**src/hdl/char_lcd_4bit_controller_macros.svh**
```systemverilog
// ----------------------------------------------------------------------------
// Character LCD controller assertion macros
// Concurrent check helpers for the controller, sampled on clk_i, off in reset.
// ----------------------------------------------------------------------------
`ifndef CHAR_LCD_4BIT_CONTROLLER_MACROS_SVH
`define CHAR_LCD_4BIT_CONTROLLER_MACROS_SVH

// Consequent must hold in the same cycle as the antecedent.
`define CLCD_ASSERT_SAME(lbl, ante, cons, msg) \
  lbl: assert property (@(posedge clk_i) disable iff (!rst_ni) (ante) |-> (cons)) \
    else $error(msg);

// Consequent must hold in the cycle after the antecedent.
`define CLCD_ASSERT_NEXT(lbl, ante, cons, msg) \
  lbl: assert property (@(posedge clk_i) disable iff (!rst_ni) (ante) |=> (cons)) \
    else $error(msg);

`endif

```
**src/hdl/clcd_pkg.sv**
```systemverilog
// ----------------------------------------------------------------------------
// clcd_pkg
// Types, codes and sequencing functions shared by the character LCD controller.
// ----------------------------------------------------------------------------
`default_nettype none

package clcd_pkg;

  // Sequencer phases
  localparam logic [2:0] PH_POWER  = 3'd0;
  localparam logic [2:0] PH_EHIGH  = 3'd1;
  localparam logic [2:0] PH_SETTLE = 3'd2;
  localparam logic [2:0] PH_GAP    = 3'd3;
  localparam logic [2:0] PH_CLEAR  = 3'd4;
  localparam logic [2:0] PH_IDLE   = 3'd5;

  // Sequence steps
  localparam logic [3:0] STEP_FIRST_SYNC  = 4'd0;
  localparam logic [3:0] STEP_FIRST_BYTE  = 4'd4;
  localparam logic [3:0] STEP_INIT_CLEAR  = 4'd6;
  localparam logic [3:0] STEP_LAST_INIT   = 4'd8;
  localparam logic [3:0] STEP_USER        = 4'd9;
  localparam logic [3:0] STEP_USER_CLEAR  = 4'd10;

  // Request codes
  localparam logic [2:0] FUNC_TICK   = 3'd0;
  localparam logic [2:0] FUNC_CHAR   = 3'd1;
  localparam logic [2:0] FUNC_CMD    = 3'd2;
  localparam logic [2:0] FUNC_CURSOR = 3'd3;
  localparam logic [2:0] FUNC_CLEAR  = 3'd4;

  // Configuration register indexes
  localparam logic [2:0] CFG_ENABLE_HIGH = 3'd0;
  localparam logic [2:0] CFG_SETTLE      = 3'd1;
  localparam logic [2:0] CFG_BYTE_GAP    = 3'd2;
  localparam logic [2:0] CFG_CLEAR_WAIT  = 3'd3;
  localparam logic [2:0] CFG_POWER_UP    = 3'd4;
  localparam logic [2:0] CFG_FIRST_SYNC  = 3'd5;
  localparam logic [2:0] CFG_SYNC_WAIT   = 3'd6;

  localparam logic [7:0] CMD_CLEAR    = 8'h01;
  localparam logic [7:0] CMD_SET_ADDR = 8'h80;

  // Phase completions skipped within one item before its tick
  localparam int unsigned SKIP_DEPTH = 4;

  typedef struct packed {
    logic [15:0] enable_high_ticks;
    logic [15:0] enable_settle_ticks;
    logic [15:0] byte_gap_ticks;
    logic [15:0] clear_wait_ticks;
    logic [15:0] power_up_ticks;
    logic [15:0] first_sync_wait_ticks;
    logic [15:0] sync_wait_ticks;
  } clcd_cfg_t;

  typedef struct packed {
    logic [3:0]  init_step;
    logic [2:0]  sub_phase;
    logic [15:0] wait_counter;
    logic [7:0]  held_byte;
    logic        held_rs;
    logic        low_nibble_next;
    logic        is_ready;
  } clcd_state_t;

  typedef struct packed {
    logic       accepted;
    logic       ready_res;
    logic [3:0] data_pins;
    logic       e_pin;
    logic       rs_pin;
  } clcd_result_t;

  function automatic logic [7:0] init_item(logic [3:0] step);
    logic [7:0] b;
    case (step)
      4'd0, 4'd1, 4'd2: b = 8'h03;
      4'd3:             b = 8'h02;
      4'd4:             b = 8'h28;
      4'd5:             b = 8'h08;
      4'd6:             b = 8'h01;
      4'd7:             b = 8'h06;
      4'd8:             b = 8'h0C;
      default:          b = 8'h00;
    endcase
    return b;
  endfunction

  function automatic logic [6:0] row_offset(logic [1:0] row);
    logic [6:0] off;
    case (row)
      2'd0:    off = 7'h00;
      2'd1:    off = 7'h40;
      2'd2:    off = 7'h14;
      default: off = 7'h54;
    endcase
    return off;
  endfunction

  function automatic logic [15:0] phase_len(clcd_state_t st, clcd_cfg_t cfg);
    logic [15:0] len;
    case (st.sub_phase)
      PH_POWER:  len = cfg.power_up_ticks;
      PH_EHIGH:  len = (cfg.enable_high_ticks == 16'd0) ? 16'd1 : cfg.enable_high_ticks;
      PH_SETTLE: len = cfg.enable_settle_ticks;
      PH_GAP: begin
        if (st.init_step == STEP_FIRST_SYNC)      len = cfg.first_sync_wait_ticks;
        else if (st.init_step < STEP_FIRST_BYTE)  len = cfg.sync_wait_ticks;
        else                                      len = cfg.byte_gap_ticks;
      end
      PH_CLEAR:  len = cfg.clear_wait_ticks;
      default:   len = 16'd1;
    endcase
    return len;
  endfunction

  function automatic clcd_state_t start_byte(clcd_state_t st, logic [7:0] b, logic rs);
    clcd_state_t ns;
    ns                 = st;
    ns.held_byte       = b;
    ns.held_rs         = rs;
    ns.low_nibble_next = 1'b0;
    ns.sub_phase       = PH_EHIGH;
    ns.wait_counter    = 16'd0;
    return ns;
  endfunction

  function automatic clcd_state_t next_item(clcd_state_t st);
    clcd_state_t ns;
    ns = st;
    if (st.init_step < STEP_LAST_INIT) begin
      ns.init_step = 4'(st.init_step + 4'd1);
      ns = start_byte(ns, init_item(ns.init_step), 1'b0);
    end else begin
      ns.is_ready     = 1'b1;
      ns.sub_phase    = PH_IDLE;
      ns.wait_counter = 16'd0;
    end
    return ns;
  endfunction

  function automatic clcd_state_t finish_phase(clcd_state_t st);
    clcd_state_t ns;
    ns              = st;
    ns.wait_counter = 16'd0;
    case (st.sub_phase)
      PH_POWER: begin
        ns.init_step = STEP_FIRST_SYNC;
        ns = start_byte(ns, init_item(STEP_FIRST_SYNC), 1'b0);
      end
      PH_EHIGH:  ns.sub_phase = PH_SETTLE;
      PH_SETTLE: begin
        if (st.init_step >= STEP_FIRST_BYTE && !st.low_nibble_next) begin
          ns.low_nibble_next = 1'b1;
          ns.sub_phase       = PH_EHIGH;
        end else begin
          ns.sub_phase = PH_GAP;
        end
      end
      PH_GAP: begin
        if (st.init_step == STEP_INIT_CLEAR || st.init_step == STEP_USER_CLEAR) begin
          ns.sub_phase = PH_CLEAR;
        end else begin
          ns = next_item(ns);
        end
      end
      PH_CLEAR:  ns = next_item(ns);
      default: begin
        ns.is_ready  = 1'b1;
        ns.sub_phase = PH_IDLE;
      end
    endcase
    return ns;
  endfunction

endpackage

`default_nettype wire

```
**src/hdl/char_lcd_4bit_controller.sv**
```systemverilog
// ----------------------------------------------------------------------------
// char_lcd_4bit_controller
// Character LCD driver for a 4-bit parallel bus, one stream item per time tick.
//
// Every input item is one tick of the display timing and may carry a request
// (tuser: 0 tick only, 1 write character, 2 write command, 3 set cursor,
// 4 clear). Every input item produces exactly one output item holding the pin
// levels for that tick (RS, E, D4..D7), the ready flag and whether the request
// was taken. After reset the block runs the power-up wait and the 4-bit init
// sequence, then raises ready; requests arriving while not ready are dropped
// with accepted low. Items pass an input register, one pass of sequencer logic
// that resolves up to five chained phase completions, and a result register;
// one item is taken per cycle unless m_axis_tready stalls. The only loop is the
// sequencer state register, updated once per item. There is no clearing pass
// after reset. Timing registers may only be written while no item is in flight.
// ----------------------------------------------------------------------------
`default_nettype none

`include "char_lcd_4bit_controller_macros.svh"

module char_lcd_4bit_controller
  import clcd_pkg::*;
(
  input  wire logic        clk_i,
  input  wire logic        rst_ni,
  // Configuration write port
  input  wire logic        cfg_we_i,
  input  wire logic [2:0]  cfg_idx_i,
  input  wire logic [15:0] cfg_wdata_i,
  // Tick / request stream
  input  wire logic        s_axis_tvalid,
  output logic             s_axis_tready,
  input  wire logic [15:0] s_axis_tdata,  // data[7:0], row[9:8], col[15:10]
  input  wire logic [2:0]  s_axis_tuser,  // func[2:0]
  // Pin / status stream
  output logic             m_axis_tvalid,
  input  wire logic        m_axis_tready,
  output logic [7:0]       m_axis_tdata   // rs_pin[0], e_pin[1], data_pins[5:2],
                                          // ready_res[6], accepted[7]
);

  clcd_cfg_t    cfg;
  clcd_state_t  st_q;
  clcd_state_t  st_d;
  clcd_result_t res;

  // Input register
  logic        in_valid_q;
  logic [2:0]  in_func_q;
  logic [7:0]  in_data_q;
  logic [1:0]  in_row_q;
  logic [5:0]  in_col_q;

  // Result register
  logic         out_valid_q;
  clcd_result_t out_res_q;

  logic advance;

  clcd_cfg_regs u_cfg (
    .clk_i       (clk_i),
    .rst_ni      (rst_ni),
    .cfg_we_i    (cfg_we_i),
    .cfg_idx_i   (cfg_idx_i),
    .cfg_wdata_i (cfg_wdata_i),
    .cfg_o       (cfg)
  );

  clcd_seq u_seq (
    .cfg_i  (cfg),
    .st_i   (st_q),
    .func_i (in_func_q),
    .data_i (in_data_q),
    .row_i  (in_row_q),
    .col_i  (in_col_q),
    .st_o   (st_d),
    .res_o  (res)
  );

  // Move the held item into the result register when that slot frees up
  assign advance       = in_valid_q && (!out_valid_q || m_axis_tready);
  assign s_axis_tready = !in_valid_q || advance;

  always_ff @(posedge clk_i or negedge rst_ni) begin
    if (!rst_ni) begin
      in_valid_q <= 1'b0;
    end else if (s_axis_tready) begin
      in_valid_q <= s_axis_tvalid;
    end
  end

  always_ff @(posedge clk_i) begin
    if (s_axis_tvalid && s_axis_tready) begin
      in_func_q <= s_axis_tuser;
      in_data_q <= s_axis_tdata[7:0];
      in_row_q  <= s_axis_tdata[9:8];
      in_col_q  <= s_axis_tdata[15:10];
    end
  end

  // Sequencer state: advance one tick per item
  always_ff @(posedge clk_i or negedge rst_ni) begin
    if (!rst_ni) begin
      st_q.init_step       <= STEP_FIRST_SYNC;
      st_q.sub_phase       <= PH_POWER;
      st_q.wait_counter    <= 16'd0;
      st_q.held_byte       <= 8'd0;
      st_q.held_rs         <= 1'b0;
      st_q.low_nibble_next <= 1'b0;
      st_q.is_ready        <= 1'b0;
    end else if (advance) begin
      st_q <= st_d;
    end
  end

  always_ff @(posedge clk_i or negedge rst_ni) begin
    if (!rst_ni) begin
      out_valid_q <= 1'b0;
    end else if (advance) begin
      out_valid_q <= 1'b1;
    end else if (m_axis_tready) begin
      out_valid_q <= 1'b0;
    end
  end

  always_ff @(posedge clk_i) begin
    if (advance) begin
      out_res_q <= res;
    end
  end

  assign m_axis_tvalid = out_valid_q;
  assign m_axis_tdata  = out_res_q;

  // Ready only ever sits in the idle phase
  `CLCD_ASSERT_SAME(a_ready_idle, st_q.is_ready, st_q.sub_phase == PH_IDLE, "ready outside idle phase")
  // Sequencer must hold while no item moves through
  `CLCD_ASSERT_NEXT(a_state_hold, !advance, $stable(st_q), "sequencer moved without an item")
  // A taken request leaves the block busy
  `CLCD_ASSERT_SAME(a_acc_busy, m_axis_tvalid && out_res_q.accepted, !out_res_q.ready_res, "ready right after accept")
  // Enable strobe never shows while ready
  `CLCD_ASSERT_SAME(a_e_busy, m_axis_tvalid && out_res_q.e_pin, !out_res_q.ready_res, "E high while ready")

endmodule

`default_nettype wire

```
**src/hdl/clcd_cfg_regs.sv**
```systemverilog
// ----------------------------------------------------------------------------
// clcd_cfg_regs
// Timing registers of the LCD controller, written through a plain write port.
// ----------------------------------------------------------------------------
`default_nettype none

module clcd_cfg_regs
  import clcd_pkg::*;
(
  input  wire logic        clk_i,
  input  wire logic        rst_ni,
  input  wire logic        cfg_we_i,
  input  wire logic [2:0]  cfg_idx_i,
  input  wire logic [15:0] cfg_wdata_i,
  output clcd_cfg_t        cfg_o
);

  clcd_cfg_t cfg_q;
  clcd_cfg_t cfg_d;

  always_comb begin
    cfg_d = cfg_q;
    if (cfg_we_i) begin
      case (cfg_idx_i)
        CFG_ENABLE_HIGH: cfg_d.enable_high_ticks     = cfg_wdata_i;
        CFG_SETTLE:      cfg_d.enable_settle_ticks   = cfg_wdata_i;
        CFG_BYTE_GAP:    cfg_d.byte_gap_ticks        = cfg_wdata_i;
        CFG_CLEAR_WAIT:  cfg_d.clear_wait_ticks      = cfg_wdata_i;
        CFG_POWER_UP:    cfg_d.power_up_ticks        = cfg_wdata_i;
        CFG_FIRST_SYNC:  cfg_d.first_sync_wait_ticks = cfg_wdata_i;
        CFG_SYNC_WAIT:   cfg_d.sync_wait_ticks       = cfg_wdata_i;
        default:         cfg_d = cfg_q;
      endcase
    end
  end

  always_ff @(posedge clk_i or negedge rst_ni) begin
    if (!rst_ni) begin
      cfg_q.enable_high_ticks     <= 16'd5;
      cfg_q.enable_settle_ticks   <= 16'd300;
      cfg_q.byte_gap_ticks        <= 16'd50;
      cfg_q.clear_wait_ticks      <= 16'd2000;
      cfg_q.power_up_ticks        <= 16'd50000;
      cfg_q.first_sync_wait_ticks <= 16'd5000;
      cfg_q.sync_wait_ticks       <= 16'd150;
    end else begin
      cfg_q <= cfg_d;
    end
  end

  assign cfg_o = cfg_q;

endmodule

`default_nettype wire

```
**src/hdl/clcd_seq.sv**
```systemverilog
// ----------------------------------------------------------------------------
// clcd_seq
// One-tick step of the LCD sequencer: take a request, resolve phases, drive pins.
// ----------------------------------------------------------------------------
`default_nettype none

module clcd_seq
  import clcd_pkg::*;
(
  input  wire clcd_cfg_t     cfg_i,
  input  wire clcd_state_t   st_i,
  input  wire logic [2:0]    func_i,
  input  wire logic [7:0]    data_i,
  input  wire logic [1:0]    row_i,
  input  wire logic [5:0]    col_i,
  output clcd_state_t        st_o,
  output clcd_result_t       res_o
);

  always_comb begin
    clcd_state_t st;
    logic        acc;
    logic [6:0]  addr;
    logic [16:0] cnt;
    logic [3:0]  nib;

    st   = st_i;
    acc  = 1'b0;
    addr = 7'({1'b0, col_i}) + row_offset(row_i);

    // Take a request only while ready
    if (st.is_ready && func_i >= FUNC_CHAR && func_i <= FUNC_CLEAR) begin
      acc         = 1'b1;
      st.is_ready = 1'b0;
      st.init_step = (func_i == FUNC_CLEAR) ? STEP_USER_CLEAR : STEP_USER;
      case (func_i)
        FUNC_CHAR:   st = start_byte(st, data_i, 1'b1);
        FUNC_CMD:    st = start_byte(st, data_i, 1'b0);
        FUNC_CURSOR: st = start_byte(st, CMD_SET_ADDR | {1'b0, addr}, 1'b0);
        default:     st = start_byte(st, CMD_CLEAR, 1'b0);
      endcase
    end

    // Skip phases that are already used up (zero length or shortened)
    for (int i = 0; i < SKIP_DEPTH; i++) begin
      if (!st.is_ready && phase_len(st, cfg_i) <= st.wait_counter) begin
        st = finish_phase(st);
      end
    end

    if (st.init_step < STEP_FIRST_BYTE) nib = st.held_byte[3:0];
    else nib = st.low_nibble_next ? st.held_byte[3:0] : st.held_byte[7:4];

    res_o.rs_pin    = st.held_rs;
    res_o.e_pin     = (st.sub_phase == PH_EHIGH);
    res_o.data_pins = nib;

    // Advance by one tick
    if (!st.is_ready) begin
      cnt             = {1'b0, st.wait_counter} + 17'd1;
      st.wait_counter = cnt[15:0];
      if (cnt >= {1'b0, phase_len(st, cfg_i)}) begin
        st = finish_phase(st);
      end
    end

    res_o.ready_res = st.is_ready;
    res_o.accepted  = acc;
    st_o            = st;
  end

endmodule

`default_nettype wire
```
**config.mk**
```make
export PLATFORM = sky130hd
export DESIGN_NAME = char_lcd_4bit_controller
export DESIGN_NICKNAME = d
export VERILOG_FILES = /design/src/hdl/clcd_pkg.sv /design/src/hdl/char_lcd_4bit_controller.sv /design/src/hdl/clcd_cfg_regs.sv /design/src/hdl/clcd_seq.sv
export VERILOG_INCLUDE_DIRS = /design/src /design/src/hdl
export SDC_FILE = /design/constraint.sdc
export NUM_CORES = 1
export LEC_CHECK = 0
export BUFFER_PORTS_ARGS = -buffer_cell sky130_fd_sc_hd__buf_2
export CORE_MARGIN = 1.5
export CORE_UTILIZATION = 46
export CTS_BUF_LIST = sky130_fd_sc_hd__clkbuf_8
export DETAILED_ROUTE_END_ITERATION = 10
export GPL_TIMING_DRIVEN = 0
export MAX_ROUTING_LAYER = met4
export PLACE_DENSITY = 0.72
export SETUP_SLACK_MARGIN = 0.15
export SLEW_MARGIN = 20
export SYNTH_ARGS = -nofsm -noshare
export SYNTH_HDL_FRONTEND = slang
export SYNTH_SLANG_ARGS = --single-unit
```
**constraint.sdc**
```tcl
create_clock -name clk_i -period 33.3 [get_ports clk_i]
set_clock_uncertainty 0.1 [all_clocks]
set_input_delay 3.33 -clock clk_i [delete_from_list [all_inputs] [get_ports clk_i]]
set_output_delay 3.33 -clock clk_i [all_outputs]
set_load 0.03 [all_outputs]
```
Word level (Yosys, flattened, before mapping)
Memories as Yosys holds them, arrays and structs flattened.
Index checks and enable logic that the tools add are counted.

cells by class
  $add $sub $neg = 7
  multipliers = 0
  divide/modulo/power cells = 0
  $lt $le $gt $ge = 22
  eq/ne operators = 42
  shifts and indexed selects = 0
  muxes and demuxes = 107
  bitwise logic cells = 0
  reductions and logical operators = 57

operator list
  operator                                              number
  case mux 16 bit (5 select lines)                      5
  case mux 25 bit (3 select lines)                      5
  two-way mux 34 bit                                    7
  two-way mux 16 bit                                    12
  two-way mux 27 bit                                    5
  two-way mux 10 bit                                    10
  two-way mux 19 bit                                    5
  case mux 3 bit (5 select lines)                       5
  <= comparator 16 bit                                  4
  case mux 4 bit (3 select lines)                       5
  two-way mux 4 bit                                     12
  == test 3 x 2 -> 1 bit (second input constant)        14
  case mux 11 bit (3 select lines)                      1
  == test 3 bit (second input constant)                 9
  == test 3 x 1 -> 1 bit (second input constant)        7
  case mux 7 bit (3 select lines)                       1
  adder 4 x 1 -> 4 bit (second input constant)          5
  == test 4 x 3 -> 1 bit (second input constant)        5
  == test 4 bit (second input constant)                 5
  >= comparator 4 x 3 -> 1 bit (second input constant)  5
  logical NOT 4 bit                                     5
  < comparator 4 x 3 -> 1 bit (second input constant)   5
  < comparator 4 bit (second input constant)            5
  case mux 1 bit (4 select lines)                       5
  20 further kinds                                      88

word-level totals
  register bits after elaboration = 175
  latch bits = 0
  bits in writable memories = 0
  bits in read-only memories = 800
  bits of input ports = 43
  output and inout port bits = 10
  logic and storage cells = 270
  memories = 10

memories
  name             depth  bits a word  rd ports  clocked after Yosys merged registers in  write ports  RTL line        source
  (no name shown)  16     5            1         0                                        0            clcd_pkg.sv:77  case (step)
  (no name shown)  16     5            1         0                                        0            clcd_pkg.sv:77
  (no name shown)  16     5            1         0                                        0            clcd_pkg.sv:77
  (no name shown)  16     5            1         0                                        0            clcd_pkg.sv:77
  (no name shown)  16     5            1         0                                        0            clcd_pkg.sv:77
  (no name shown)  16     5            1         0                                        0            clcd_pkg.sv:77
  +4 memories      -      -            -         -                                        -            -

Logic depth before layout (Yosys ltp)
  word-level depth = 41
  gate-level depth with buffers = 111
  gate-level depth less buffers = 99

Hierarchy
A second synthesis with hierarchy kept.

unflattened totals
  cell total of the unflattened synthesis = 2028
  area, all modules = 17778.3 um2

modules (own cells, without submodules)
  module                    instances  cells each  area an instance (um2)  sequential area each (um2)
  clcd_seq                  1          1676        11144.4                 0.0
  clcd_cfg_regs             1          245         4341.7                  2840.2
  char_lcd_4bit_controller  1          107         2292.2                  1711.6

Worst setup path before layout
OpenSTA, ideal clock, no wires.

  kind = register -> register
  from = reg st_q[0] (netlist name)
  to = reg st_q[3] (netlist name)
  setup time = 0.090 ns
  arrival time = 21.739 ns
  required time = 33.110 ns
  path slack = 11.371 ns
  cell stages (with the launch flop) = 109
  path buffers = 13
  clock period less this slack = 21.929 ns
  cell sequence = dfrtp_1 > clkbuf_1 > o21ai_0 > a21oi_1 > nor2_1 > inv_1 > ha_1 > clkbuf_1 > clkbuf_1 > mux2i_1 > nand2_1 > o211ai_1 > nand3_1 > ha_1 > a211oi_1 > nor2_1 > nor3_1 > nand3_2 > [... 73 more ...] > a21oi_1 > ha_1 > nor2b_1 > o21a_1 > o21a_1 > o21a_1 > o21a_1 > o21a_1 > o21a_1 > o21ai_0 > a21oi_1 > o31ai_1 > a21boi_0 > o21a_1 > o21ai_0 > a211oi_4 > or2b_4 > o221ai_1

between the ends
  longest elaborated chain between the ends = 39
  elaborated cells on any way between the ends = 187
  those cells by class = 6 x add/sub; 19 x order compare; 30 x eq/ne; 85 x mux; 37 x reduce/logical; 10 x memory

ends and longest elaborated chain
  what                              RTL line                         source
  start: declaration                char_lcd_4bit_controller.sv:43   clcd_state_t st_q;
  start signal: assignment          char_lcd_4bit_controller.sv:112  st_q <= st_d;
  logical AND 1 bit (2 in series)   clcd_seq.sv:32                   if (st.is_ready && func_i >= FUNC_CHAR && func_i <= FUNC_CLEAR) begin
  two-way mux 34 bit *              clcd_seq.sv:32
  < comparator 4 x 3 -> 1 bit       clcd_pkg.sv:109                  else if (st.init_step < STEP_FIRST_BYTE) len = cfg.sync_wait_ticks;
  two-way mux 16 bit                clcd_pkg.sv:109
  two-way mux 16 bit                clcd_pkg.sv:108                  if (st.init_step == STEP_FIRST_SYNC) len = cfg.first_sync_wait_ticks;
  case mux 16 bit (5 select lines)  clcd_pkg.sv:103                  case (st.sub_phase)
  <= comparator 16 bit              clcd_seq.sv:46                   if (!st.is_ready && phase_len(st, cfg_i) <= st.wait_counter) begin
  logical AND 1 bit                 clcd_seq.sv:46
  [... 22 more ...]                 -
  < comparator 4 x 3 -> 1 bit       clcd_pkg.sv:109
  two-way mux 16 bit                clcd_pkg.sv:109
  two-way mux 16 bit                clcd_pkg.sv:108
  case mux 16 bit (5 select lines)  clcd_pkg.sv:103
  two-way mux 16 bit                clcd_seq.sv:59                   if (!st.is_ready) begin
  >= comparator 17 x 16 -> 1 bit    clcd_seq.sv:62                   if (cnt >= {1'b0, phase_len(st, cfg_i)}) begin
  two-way mux 34 bit                clcd_seq.sv:62
  two-way mux 34 bit *              clcd_seq.sv:59

Mark *: on every way between the ends. The rest lies on a longest branch, timed or not. The select of a mux whose other input is x is not followed.
A chain may end at the register's enable or synchronous reset.

Final worst setup path
  from = reg st_q[0] (netlist name)
  to = reg st_q[28] (netlist name)

The elaborated chain is that of the path after synthesis.

==> impl_metrics.yaml <==
clock_network:
  cts_buffers: 17
  cts_buffer_depth: 2
  cts_hold_buf: 0
  clockRootBuffer: "clkbuf_8"
  htree_levels: 4
  cts_setup_buffers: 0
  cts-resized-gates: 0
  path_clk_slew_ns: 0.10
  cts_tree: "built"
  cts_sinks: 175
  insertion_delay_ns: 0.56
critical_path:
  cp-start-kind: "register"
  critPathLaunch: "st_q[0]$_DFFE_PN0P_"
  worst_path_max_delay_cell: "o21ai_0"
  slowest_delay_ns: 0.85
  reg2reg_to: "st_q[28]$_DFFE_PN0P_"
  timing_worst_setup_path_type: "reg2reg"
  arrival_ns: 31.44
  cp.required_ns: 33.58
  r2r_setup_slack_ns: 2.14
  cp_max_fo: 10
  crit_top_cell: "o21a_1"
  crit_path_end_kind: "register"
  crit_path_end: "st_q[28]$_DFFE_PN0P_"
  rr_startpoint: "st_q[0]$_DFFE_PN0P_"
  ff2ff_path_depth: 105
route:
  drc_errors: 0
  viasPerCell: 6.78
  ant_nets: 0
  drt-initial-drc-count: 1950
  vias: 17100
  wl_um: 69800
  firstDrtPassIters: 8
  wl_per_cell_um: 27.7
synthesis:
  synth_compound_area_frac: 0.261
  synth_edf_count: 27
  synth_top_family_by_area: "compound AO/OA/AOI/OAI gates"
  ys_types: 111
  synth_adder_area_share: 0.0837
  synth_area_sq_um: 16900
  ys_seq_area_frac: 0.270
  yosys.area_share.simple: 0.180
  synth-async-reset-ratio: 0.846
  synth_mux_area_frac: 0.153
  synth_area_per_cell_sq_um: 8.58
  yosysWarnings: 0
  synth_xor_area_frac: 0.0109
  ys_ff_latch: 175
  synth_flop_cell: "dfrtp_1"
  syn_inst: 1969
  syn_nets: 2125
grt:
  antenna_found_initial: 0
  grt_overflow: 0
  track_usage: 0.380
  grt_pass1_wl_um: 105000
  grt_max_degree: 102
  grt_pass1_vias: 16500
cells_and_area:
  register_area_sq_um: 4550
  layout-drive-gt1-share: 0.163
  final_common_cell: "nand2_1"
  antenna_cells: 0
  nFillCells: 3425
  layout_common_cells: "258 x nand2_1, 132 x o21ai_0, 126 x a21oi_1"
  multi_input_area_sq_um: 11700
  fin_nets: 2198
  synthToLayoutAreaGrowth_pct: 7.98
floorplanning:
  dieArea_sq_um: 37900
  core_area_sq_um: 35800
  num_rows: 69
  die_w_um: 195
  die-height_um: 195
  io_pins: 53
  start_util: 0.471
timing:
  finalSetupTns_ns: 0
  fmaxAchievable_mhz: 32.1
  final-hold-violation-count: 0
  max_slew_margin: 0.283
  layout_min_cycle_time_ns: 31.16
  min_period_over_period: 0.936
  setup_viol: 0
  worst_slew_pin_slew_ns: 1.06
  drv_slew: 0
  rsz0062_at_grt: "no"
place:
  dp_hpwl_um: 55200
  place_congestion: 1.07
  io_buffers: 50
run:
  cap_violations: 0
status:
  outcome: "complete, no violations"
hold_path:
  hold_path.class: "reg2reg"
## worst min path at each step
stage                                to                start  cells after the start
global placement    st_q[9]$_DFFE_PN0P_  st_q[9]$_DFFE_PN0P_                      2
global route        st_q[7]$_DFFE_PN0P_  st_q[7]$_DFFE_PN0P_                      2
CTS                 st_q[9]$_DFFE_PN0P_  st_q[9]$_DFFE_PN0P_                      2
finish              st_q[9]$_DFFE_PN0P_  st_q[9]$_DFFE_PN0P_                      2
detailed placement  st_q[9]$_DFFE_PN0P_  st_q[9]$_DFFE_PN0P_                      2
floorplan           st_q[7]$_DFFE_PN0P_  st_q[7]$_DFFE_PN0P_                      2
## state kept, by name, summed over array words and instances (netlist names)
signal,cells
in_col_q,6
in_valid_q,1
m_axis_tvalid,1
m_axis_tdata,8
in_data_q,8
st_q,34
in_func_q,3
u_cfg.cfg_o,112
in_row_q,2
## synthesized netlist by cell type, types with 24 or more instances
library cell | n | area (sq um)
mux2_2 | 121 | 1360
buf_2 | 25 | 125
inv_1 | 38 | 143
clkbuf_1 | 87 | 327
nor3_1 | 49 | 245
mux2i_1 | 121 | 1210
nand2_1 | 258 | 968
nand3_1 | 50 | 250
a221oi_1 | 24 | 210
edfxtp_1 | 27 | 811
a222oi_1 | 30 | 300
o211ai_1 | 53 | 398
a21oi_1 | 126 | 631
o21a_1 | 27 | 203
dfstp_2 | 30 | 788
ha_1 | 113 | 1410
nor2_1 | 116 | 435
dfrtp_1 | 118 | 2950
o21ai_0 | 133 | 666
## area by class of cell
type                       count  area share
timing repair buffer          54      0.0172
sequential                   175       0.250
clock inverter                14      0.0100
tap                          461      0.0316
inverter                      44     0.00919
clock buffer                  18      0.0136
buffer                       127      0.0296
multi-input combinational   1623       0.639
## kinds of logic (layout without fill, tap and decap cells)
| family | after synthesis | count (layout) |
|---|---|---|
| compound gates | 623 | 623 |
| xor+xnor | 21 | 21 |
| fa+ha+maj | 113 | 113 |
| buf+inv | 171 | 257 |
| flops | 175 | 175 |
| mux | 243 | 243 |
| simple gates | 623 | 623 |
## critical path: cells and delay by family, from the launching register on
family | cells | cell delay, ns
adder cells (fa/ha/maj) | 10 | 3.38
AND/OR/NAND/NOR | 19 | 2.90
buffers and inverters | 16 | 6.95
AO/OA/AOI/OAI | 53 | 15.14
flip-flops | 1 | 0.38
multiplexers | 7 | 2.06
## per-stage QoR
step	setup WS, ns	instance area [sq um]	hold WS, ns	utilization	cells
global placement	3.15	17700	0.369	0.494	2480
global route	0.472	18200	0.432	0.509	2516
finish	2.14	18200	0.398	0.509	2516
CTS	2.75	18200	0.393	0.509	2516
floorplan	11.37	16900	0.348	-	1969
detailed placement	2.86	17800	0.372	0.497	2484
## routing by layer
metal,vias to the layer above,track usage,part of all wire,wire (um)
li1,7651,-,-,-
met2,939,0.583,0.45,31400
met5,-,-,0,0
met4,0,0.205,0.056,3910
met3,201,0.0838,0.090,6270
met1,8278,0.466,0.40,28200
Power is left out: the tool's default activity adds up to more than one toggle a clock period on the data nets, which glitch-free logic cannot reach.
